$ cat src/rtl/torq_pkg.sv
// Shared types and constants for the timestamp-ordered request table.
// Used by torq_cell and timestamp_ordered_request_table; no dependencies.
package torq_pkg;

  // Operation codes carried in req_type
  localparam logic [1:0] OP_ADD     = 2'd0;
  localparam logic [1:0] OP_QUERY   = 2'd1;
  localparam logic [1:0] OP_DROP    = 2'd2;
  localparam logic [1:0] OP_RELEASE = 2'd3;

  localparam int unsigned ID_W    = 8;
  localparam int unsigned STAMP_W = 48;
  localparam int unsigned CNT_W   = 5;
  localparam int unsigned POS_W   = 4;

  // Incoming request
  typedef struct packed {
    logic [1:0]         req_type;
    logic [ID_W-1:0]    requester_id;
    logic [STAMP_W-1:0] time_stamp;
    logic [CNT_W-1:0]   count;
  } req_t;

  // Result of one request
  typedef struct packed {
    logic             present;
    logic [POS_W-1:0] position;
    logic             granted;
    logic [CNT_W-1:0] removed;
    logic [CNT_W-1:0] occupancy;
    logic             overflow;
  } rsp_t;

  // Per-cycle command to every cell of the chain
  typedef struct packed {
    logic cap;     // latch compare flags against the incoming request
    logic add_go;  // open a gap and insert the held request
    logic shl;     // move every entry one place toward the head
  } cell_ctl_t;

endpackage

$ cat src/rtl/timestamp_ordered_request_table.sv
// Sorted request table on a chain of cells; depends on torq_pkg, torq_cell and torq_enc.
// Add, query, and drop or release that removes nothing: decoded in S_DEC, then the result
// is registered; a new request is taken only once the table is back in S_IDLE.
// Drop or release of n > 0 entries: one shift per cycle in S_SHIFT, then the result is
// registered and the table returns to S_IDLE. A held result delays the next one.
// Sync reset clears occupancy and control; table contents stay undefined, no clear pass.
module timestamp_ordered_request_table #(
  parameter int unsigned TABLE_DEPTH = 16
) (
  input  logic           clk,
  input  logic           rst,
  input  logic           in_valid,
  output logic           in_stall,
  input  torq_pkg::req_t in_data,
  output logic           out_valid,
  input  logic           out_stall,
  output torq_pkg::rsp_t out_data
);

  localparam int unsigned CW = $clog2(TABLE_DEPTH + 1);
  localparam int unsigned IW = $clog2(TABLE_DEPTH);
  localparam int unsigned GW = (IW > torq_pkg::CNT_W) ? IW : torq_pkg::CNT_W;
  localparam int unsigned MW = (CW > torq_pkg::CNT_W) ? CW : torq_pkg::CNT_W;

  localparam logic [1:0] S_IDLE  = 2'd0;
  localparam logic [1:0] S_DEC   = 2'd1;
  localparam logic [1:0] S_SHIFT = 2'd2;

  logic [1:0]           state;
  logic [CW-1:0]        occ;
  logic [CW-1:0]        sh_cnt;
  torq_pkg::req_t       req;
  torq_pkg::rsp_t       res;
  torq_pkg::cell_ctl_t  ctl;

  logic [TABLE_DEPTH-1:0] occ_vec;
  logic [TABLE_DEPTH-1:0] match_q;
  logic [TABLE_DEPTH-1:0] before_q;
  logic [TABLE_DEPTH-1:0] ins;
  logic [TABLE_DEPTH-1:0] left_before;
  logic [torq_pkg::ID_W-1:0]    cell_id    [TABLE_DEPTH];
  logic [torq_pkg::STAMP_W-1:0] cell_stamp [TABLE_DEPTH];

  logic [IW-1:0]  rank;
  logic [IW-1:0]  slot;
  logic           hit;
  logic           full;
  logic           accept;
  logic           out_free;
  logic           out_load;
  logic [MW-1:0]  drop_n;
  logic [CW-1:0]  n_rm;
  logic [CW-1:0]  occ_new;
  logic           do_add;
  torq_pkg::rsp_t res_new;

  assign accept   = in_valid && !in_stall;
  assign in_stall = (state != S_IDLE);
  assign out_free = !out_valid || !out_stall;
  // Result register loads when the work is done and the output slot is free
  assign out_load = out_free && (((state == S_DEC) && (n_rm == '0)) ||
                                 ((state == S_SHIFT) && (sh_cnt == '0)));

  // Cell chain
  for (genvar k = 0; k < TABLE_DEPTH; k++) begin : g_cell
    assign occ_vec[k] = (CW'(k) < occ);

    if (k == 0) begin : g_head
      assign left_before[k] = 1'b0;
      assign ins[k]         = before_q[k];
    end else begin : g_body
      assign left_before[k] = before_q[k-1];
      assign ins[k]         = before_q[k] && !before_q[k-1];
    end

    torq_cell u_cell (
      .clk         (clk),
      .ctl         (ctl),
      .occupied    (occ_vec[k]),
      .cmp_id      (in_data.requester_id),
      .cmp_stamp   (in_data.time_stamp),
      .new_id      (req.requester_id),
      .new_stamp   (req.time_stamp),
      .left_before (left_before[k]),
      .left_id     (cell_id[(k == 0) ? 0 : k-1]),
      .left_stamp  (cell_stamp[(k == 0) ? 0 : k-1]),
      .right_id    (cell_id[(k == TABLE_DEPTH-1) ? k : k+1]),
      .right_stamp (cell_stamp[(k == TABLE_DEPTH-1) ? k : k+1]),
      .id          (cell_id[k]),
      .stamp       (cell_stamp[k]),
      .match       (match_q[k]),
      .new_first   (before_q[k])
    );
  end

  torq_enc #(.N(TABLE_DEPTH), .W(IW)) u_rank_enc (.onehot(match_q), .index(rank));
  torq_enc #(.N(TABLE_DEPTH), .W(IW)) u_slot_enc (.onehot(ins),     .index(slot));

  assign hit  = |match_q;
  assign full = (occ == CW'(TABLE_DEPTH));
  assign drop_n = (MW'(req.count) < MW'(occ)) ? MW'(req.count) : MW'(occ);

  // Decode the request once the compare flags are in
  always_comb begin
    res_new  = '0;
    n_rm     = '0;
    do_add   = 1'b0;
    case (req.req_type)
      torq_pkg::OP_ADD: begin
        if (hit) begin
          res_new.present  = 1'b1;
          res_new.position = torq_pkg::POS_W'(rank);
        end else if (full) begin
          res_new.overflow = 1'b1;
        end else begin
          do_add           = 1'b1;
          res_new.present  = 1'b1;
          res_new.position = torq_pkg::POS_W'(slot);
        end
      end
      torq_pkg::OP_QUERY: begin
        if (hit) begin
          res_new.present  = 1'b1;
          res_new.position = torq_pkg::POS_W'(rank);
          res_new.granted  = (GW'(rank) < GW'(req.count));
        end
      end
      torq_pkg::OP_DROP: begin
        n_rm = CW'(drop_n);
      end
      torq_pkg::OP_RELEASE: begin
        if (hit) begin
          res_new.present  = 1'b1;
          res_new.position = torq_pkg::POS_W'(rank);
          n_rm             = CW'(rank) + CW'(1);
        end
      end
      default: begin
        res_new = '0;
      end
    endcase
    occ_new           = do_add ? (occ + CW'(1)) : (occ - n_rm);
    res_new.removed   = torq_pkg::CNT_W'(n_rm);
    res_new.occupancy = torq_pkg::CNT_W'(occ_new);
  end

  // Chain commands
  always_comb begin
    ctl.cap    = accept;
    ctl.add_go = (state == S_DEC) && do_add;
    ctl.shl    = (state == S_SHIFT) && (sh_cnt != '0);
  end

  // Request, result and output data registers
  always_ff @(posedge clk) begin
    if (accept) begin
      req <= in_data;
    end
    if (state == S_DEC) begin
      res <= res_new;
    end
    if (out_load) begin
      out_data <= (state == S_DEC) ? res_new : res;
    end
  end

  // Sequencer, occupancy and output valid
  always_ff @(posedge clk) begin
    if (rst) begin
      state     <= S_IDLE;
      occ       <= '0;
      sh_cnt    <= '0;
      out_valid <= 1'b0;
    end else begin
      if (out_load) begin
        out_valid <= 1'b1;
      end else if (out_valid && !out_stall) begin
        out_valid <= 1'b0;
      end
      case (state)
        S_IDLE: begin
          if (accept) begin
            state <= S_DEC;
          end
        end
        S_DEC: begin
          occ    <= occ_new;
          sh_cnt <= n_rm;
          state  <= out_load ? S_IDLE : S_SHIFT;
        end
        S_SHIFT: begin
          if (sh_cnt != '0) begin
            sh_cnt <= sh_cnt - CW'(1);
          end else if (out_load) begin
            state <= S_IDLE;
          end
        end
        default: begin
          state <= S_IDLE;
        end
      endcase
    end
  end

`ifndef SYNTH
  // Occupancy never passes the table depth
  a_occ_bound: assert property (@(posedge clk) disable iff (rst)
    occ <= CW'(TABLE_DEPTH))
    else $error("occupancy beyond table depth");

  // Ids stay unique, so at most one cell matches
  a_match_unique: assert property (@(posedge clk) disable iff (rst)
    (state == S_DEC) |-> $onehot0(match_q))
    else $error("requester id held by more than one cell");

  // The table stays sorted: at most one insertion point
  a_ins_unique: assert property (@(posedge clk) disable iff (rst)
    (state == S_DEC) |-> $onehot0(ins))
    else $error("insertion point not unique");

  // A new result appears only when a request finishes its work
  a_out_from_work: assert property (@(posedge clk) disable iff (rst)
    $rose(out_valid) |-> ($past(state) == S_DEC || $past(state) == S_SHIFT))
    else $error("result without a request in work");

  // An overflowing add reports a full table
  a_overflow_full: assert property (@(posedge clk) disable iff (rst)
    (out_valid && out_data.overflow) |->
      (out_data.occupancy == torq_pkg::CNT_W'(TABLE_DEPTH)))
    else $error("overflow reported on a table that is not full");
`endif

endmodule

$ cat src/rtl/torq_cell.sv
// One slot of the sorted request chain: holds an id and stamp, compares
// them with a new request, and moves data to or from its neighbors.
// Depends on torq_pkg.
module torq_cell (
  input  logic                             clk,
  input  torq_pkg::cell_ctl_t              ctl,
  input  logic                             occupied,
  input  logic [torq_pkg::ID_W-1:0]        cmp_id,
  input  logic [torq_pkg::STAMP_W-1:0]     cmp_stamp,
  input  logic [torq_pkg::ID_W-1:0]        new_id,
  input  logic [torq_pkg::STAMP_W-1:0]     new_stamp,
  input  logic                             left_before,
  input  logic [torq_pkg::ID_W-1:0]        left_id,
  input  logic [torq_pkg::STAMP_W-1:0]     left_stamp,
  input  logic [torq_pkg::ID_W-1:0]        right_id,
  input  logic [torq_pkg::STAMP_W-1:0]     right_stamp,
  output logic [torq_pkg::ID_W-1:0]        id,
  output logic [torq_pkg::STAMP_W-1:0]     stamp,
  output logic                             match,
  output logic                             new_first
);

  logic hit;
  logic goes_first;

  // Compare against the request: same id, and does the request sort first
  assign hit        = occupied && (cmp_id == id);
  assign goes_first = !occupied || (cmp_stamp < stamp) ||
                      ((cmp_stamp == stamp) && (cmp_id < id));

  always_ff @(posedge clk) begin
    if (ctl.cap) begin
      match     <= hit;
      new_first <= goes_first;
    end
  end

  // Data movement: insert shifts toward the tail, removal toward the head
  always_ff @(posedge clk) begin
    if (ctl.add_go) begin
      if (left_before) begin
        id    <= left_id;
        stamp <= left_stamp;
      end else if (new_first) begin
        id    <= new_id;
        stamp <= new_stamp;
      end
    end else if (ctl.shl) begin
      id    <= right_id;
      stamp <= right_stamp;
    end
  end

endmodule

$ cat src/rtl/torq_enc.sv
// One-hot to binary index encoder for the cell flag vectors.
// No dependencies.
module torq_enc #(
  parameter int unsigned N = 16,
  parameter int unsigned W = 4
) (
  input  logic [N-1:0] onehot,
  output logic [W-1:0] index
);

  // OR together the index of every set bit; at most one is set
  always_comb begin
    index = '0;
    for (int k = 0; k < N; k++) begin
      if (onehot[k]) begin
        index = index | W'(k);
      end
    end
  end

endmodule

$ cat config.mk
export PLATFORM = sky130hd
export DESIGN_NAME = timestamp_ordered_request_table
export DESIGN_NICKNAME = d
export VERILOG_FILES = /design/src/rtl/torq_pkg.sv /design/src/rtl/timestamp_ordered_request_table.sv /design/src/rtl/torq_cell.sv /design/src/rtl/torq_enc.sv
export SDC_FILE = /design/constraint.sdc
export NUM_CORES = 2
export LEC_CHECK = 0
export BUFFER_PORTS_ARGS = -buffer_cell sky130_fd_sc_hd__buf_2
export CORE_MARGIN = 1.5
export CORE_UTILIZATION = 45
export CTS_BUF_LIST = sky130_fd_sc_hd__clkbuf_2
export CTS_CLUSTER_DIAMETER = 60
export DETAILED_ROUTE_END_ITERATION = 8
export HOLD_SLACK_MARGIN = 0.02
export MAX_ROUTING_LAYER = met4
export SYNTH_ARGS = -nofsm -noshare
export SYNTH_HDL_FRONTEND = slang
export SYNTH_SLANG_ARGS = --single-unit
$ cat constraint.sdc
create_clock -name clk -period 9.15 [get_ports clk]
set_input_delay 0.4575 -clock clk [delete_from_list [all_inputs] [get_ports clk]]
set_output_delay 0.4575 -clock clk [all_outputs]
set_load 0.01 [all_outputs]
==> run summary <==
hpwl dp: 170000 um
Die X: 404 um
core area: 160000 um2
GR Util All Layers: 30.2%
Worst-Margin Slew: 1410 ps
I/O pins: 86
Critical Path End Type: flip-flop
global-route wire length before repair: 360000 um
DRT Wirelength: 242000 um
achievable clock frequency: 194 MHz
hold violation total from the final report: 0
first-pass detailed-route iteration total: 6
Remaining DRCs: 0
most frequent cells after synthesis: nand2_1, edfxtp_1, inv_1
synthesis warning total: 0
Hold Path Class: primary input to flip-flop
CTS max path bufs: 4
routability cong.: 0.941
Avg WL per Cell: 24.2 um
crit path launch type: flip-flop
leading area contributor after synthesis: edfxtp_1
synthesis-stage register bit count: 1038
WS Path Type: flip-flop to flip-flop
final setup vio count: 0
reg2reg path depth: 9
RSZ-0062 raised after global routing: false
worst vdd ir: 131 uV
Final nets: 8619
R2R Setup Slk: 4000 ps
sequential area share after synthesis: 42.6%
Final ANT Viol Nets: 0
vias in the first global route: 57300
Post-synth EDFFs: 1008
H-Tree Depth: 5
most frequently used cell type in the post-synthesis netlist: nand2_1
Design Power: 0.0107 W
crit path to: g_cell[9].u_cell.stamp[25]
capturing point of the worst reg2reg path: g_cell[9].u_cell.stamp[25]
clk sink count: 1038
fin crit period: 5150 ps
post-synth top area share: 41.8%
Syn Std Cell Area: 72500 um2
cells after synthesis: 7367
CTS root buf: clkbuf_2
Die Area: 163000 um2
status: completed
Clock Skews: 206 ps
Initial Util: 45.2%
Hold Path Stages: 5
Critical Path RT: 10350 ps
Async S/R FF share, synth: 0%
placed cell count: 9334
share of layout cells above drive strength 1: 9.26%
critical-path maximum fanout: 57
Leakage: 39.4 nW
syn nets: 8347
pin count of the biggest net entering global routing: 234
number of port buffers: 85
synth top area cells: edfxtp_1, ha_1, mux2i_1
Worst Setup SP: g_cell[10].u_cell.match
GR Overflow Total: 0
CTS tree: built
critical path arrival: 6350 ps
initial antenna violation count: 10
pwr/cell area: 136 nW/um2
Max-cap violations: 0
P&R area growth vs syn: 8.68%
Via Count: 58300
die height: 404 um
worst r2r src: g_cell[10].u_cell.match
final cell count without fillers: 10000
Vias/cell: 5.83
clock buffer count from CTS: 316
Final Max Tran Viols: 0
Post-Synthesis Mean Instance Area: 9.84 um2
Rows: 147
clk_lat worst skew: 1740 ps
Slew headroom: 5.37%
Final TNS setup: 0 ps
ys flop type: edfxtp_1
Distinct cells, synth: 69
Reg clk slew, reported paths: 110 ps
first-iteration detailed-routing DRC count: 6242
final critical-path share of the clock period: 56.3%
## worst max-delay path, cell delays in order, from the launching register on
cell and delay [ps]:
edfxtp_1 410, or4_1 590, nor2_4 160, inv_2 80
nor2_4 190, nand3_4 550, buf_4 600, nand2_2 310
o31a_2 970, buf_4 580
## flip-flops by register name, summed over array words and instances (netlist names)
register and cells:
state 2, occ 5, sh_cnt 5, g_cell.u_cell.stamp 768, g_cell.u_cell.match 16, g_cell.u_cell.id 128
out_data 17, out_valid 1, req 63, res 17, g_cell.u_cell.new_first 16
## cell usage in the layout, fill, tap and decap left out, drive strengths merged, types with 90 or more instances in the layout
master / synthesis / final
a21oi: 291 / 291
buf: 94 / 170
clkbuf: 269 / 446
dlygate4sd3: 0 / 146
edfxtp: 1008 / 1008
ha: 912 / 912
inv: 920 / 925
mux2i: 789 / 789
nand2: 1025 / 1025
nand3: 90 / 90
nand4: 143 / 143
nor2: 146 / 146
o21ai: 1009 / 1009
## where the power goes
part           switching [W]  internal, W
registers           0.000219      0.00539
clock network        0.00223      0.00137
logic               0.000947     0.000552
total                0.00340      0.00731
## how the worst min path moves through the flow
stage	to	start	slack, ps
after global routing	g_cell[13].u_cell.match	in_data[57]	120
after global placement	res[4]	res[4]	430
final	g_cell[10].u_cell.match	in_data[55]	260
after CTS	req[42]	in_data[42]	30
after floorplan	res[1]	res[1]	410
after detailed placement	res[10]	res[10]	440
## logic make-up (layout without fill, tap and decap cells)
| kind of cell | count (synthesis) | count (layout) | synth area share, % |
|---|---|---|---|
| AO/OA/AOI/OAI | 1636 | 1636 | 12.6 |
| XOR/XNOR | 7 | 7 | 0.0846 |
| adder cells (fa/ha/maj) | 913 | 913 | 15.8 |
| buffers and inverters | 1283 | 1756 | 7.10 |
| flip-flops | 1038 | 1038 | 42.6 |
| multiplexers | 846 | 846 | 11.8 |
| other | 0 | 11 | 0 |
| AND/OR/NAND/NOR | 1644 | 1644 | 10.0 |
## area by class of cell
cell class                 instances  area (um2)
sequential                      1038       30900
tap                             2160        2700
clock buffer                     445        2230
antenna                           11        27.5
multi-input combinational       5046       36600
fill                           15100       81400
inverter                         920        3450
timing repair buffer             317        2540
clock inverter                    74         364
## what timing repair did
action / 4_1_cts / 5_1_grt
hold buffers: 146 / 0
resized for setup: 0 / 0
setup buffers: 0 / 0
hold endpoints to repair: 169 / 0
## per-stage QoR
step                area (um2)  hold WS, ps  utilization, %  setup slack [ps]
floorplan                72500          414               -              2660
global placement         74700          429            46.6              4340
detailed placement       74700          435            46.6              4290
CTS                      78700         30.5            49.2              4120
global route             78800          123            49.2              3830
finish                   78800          262            49.2              4000
## routing by layer
layer	GRT usage [%]	vias to the layer above	share of wire, %
met5	-	-	0
met4	10.6	0	3.4
met3	5.29	465	8.4
met2	45.7	2385	45
met1	40.6	28400	44
li1	-	27100	-
(Power assumes the default switching activity.)
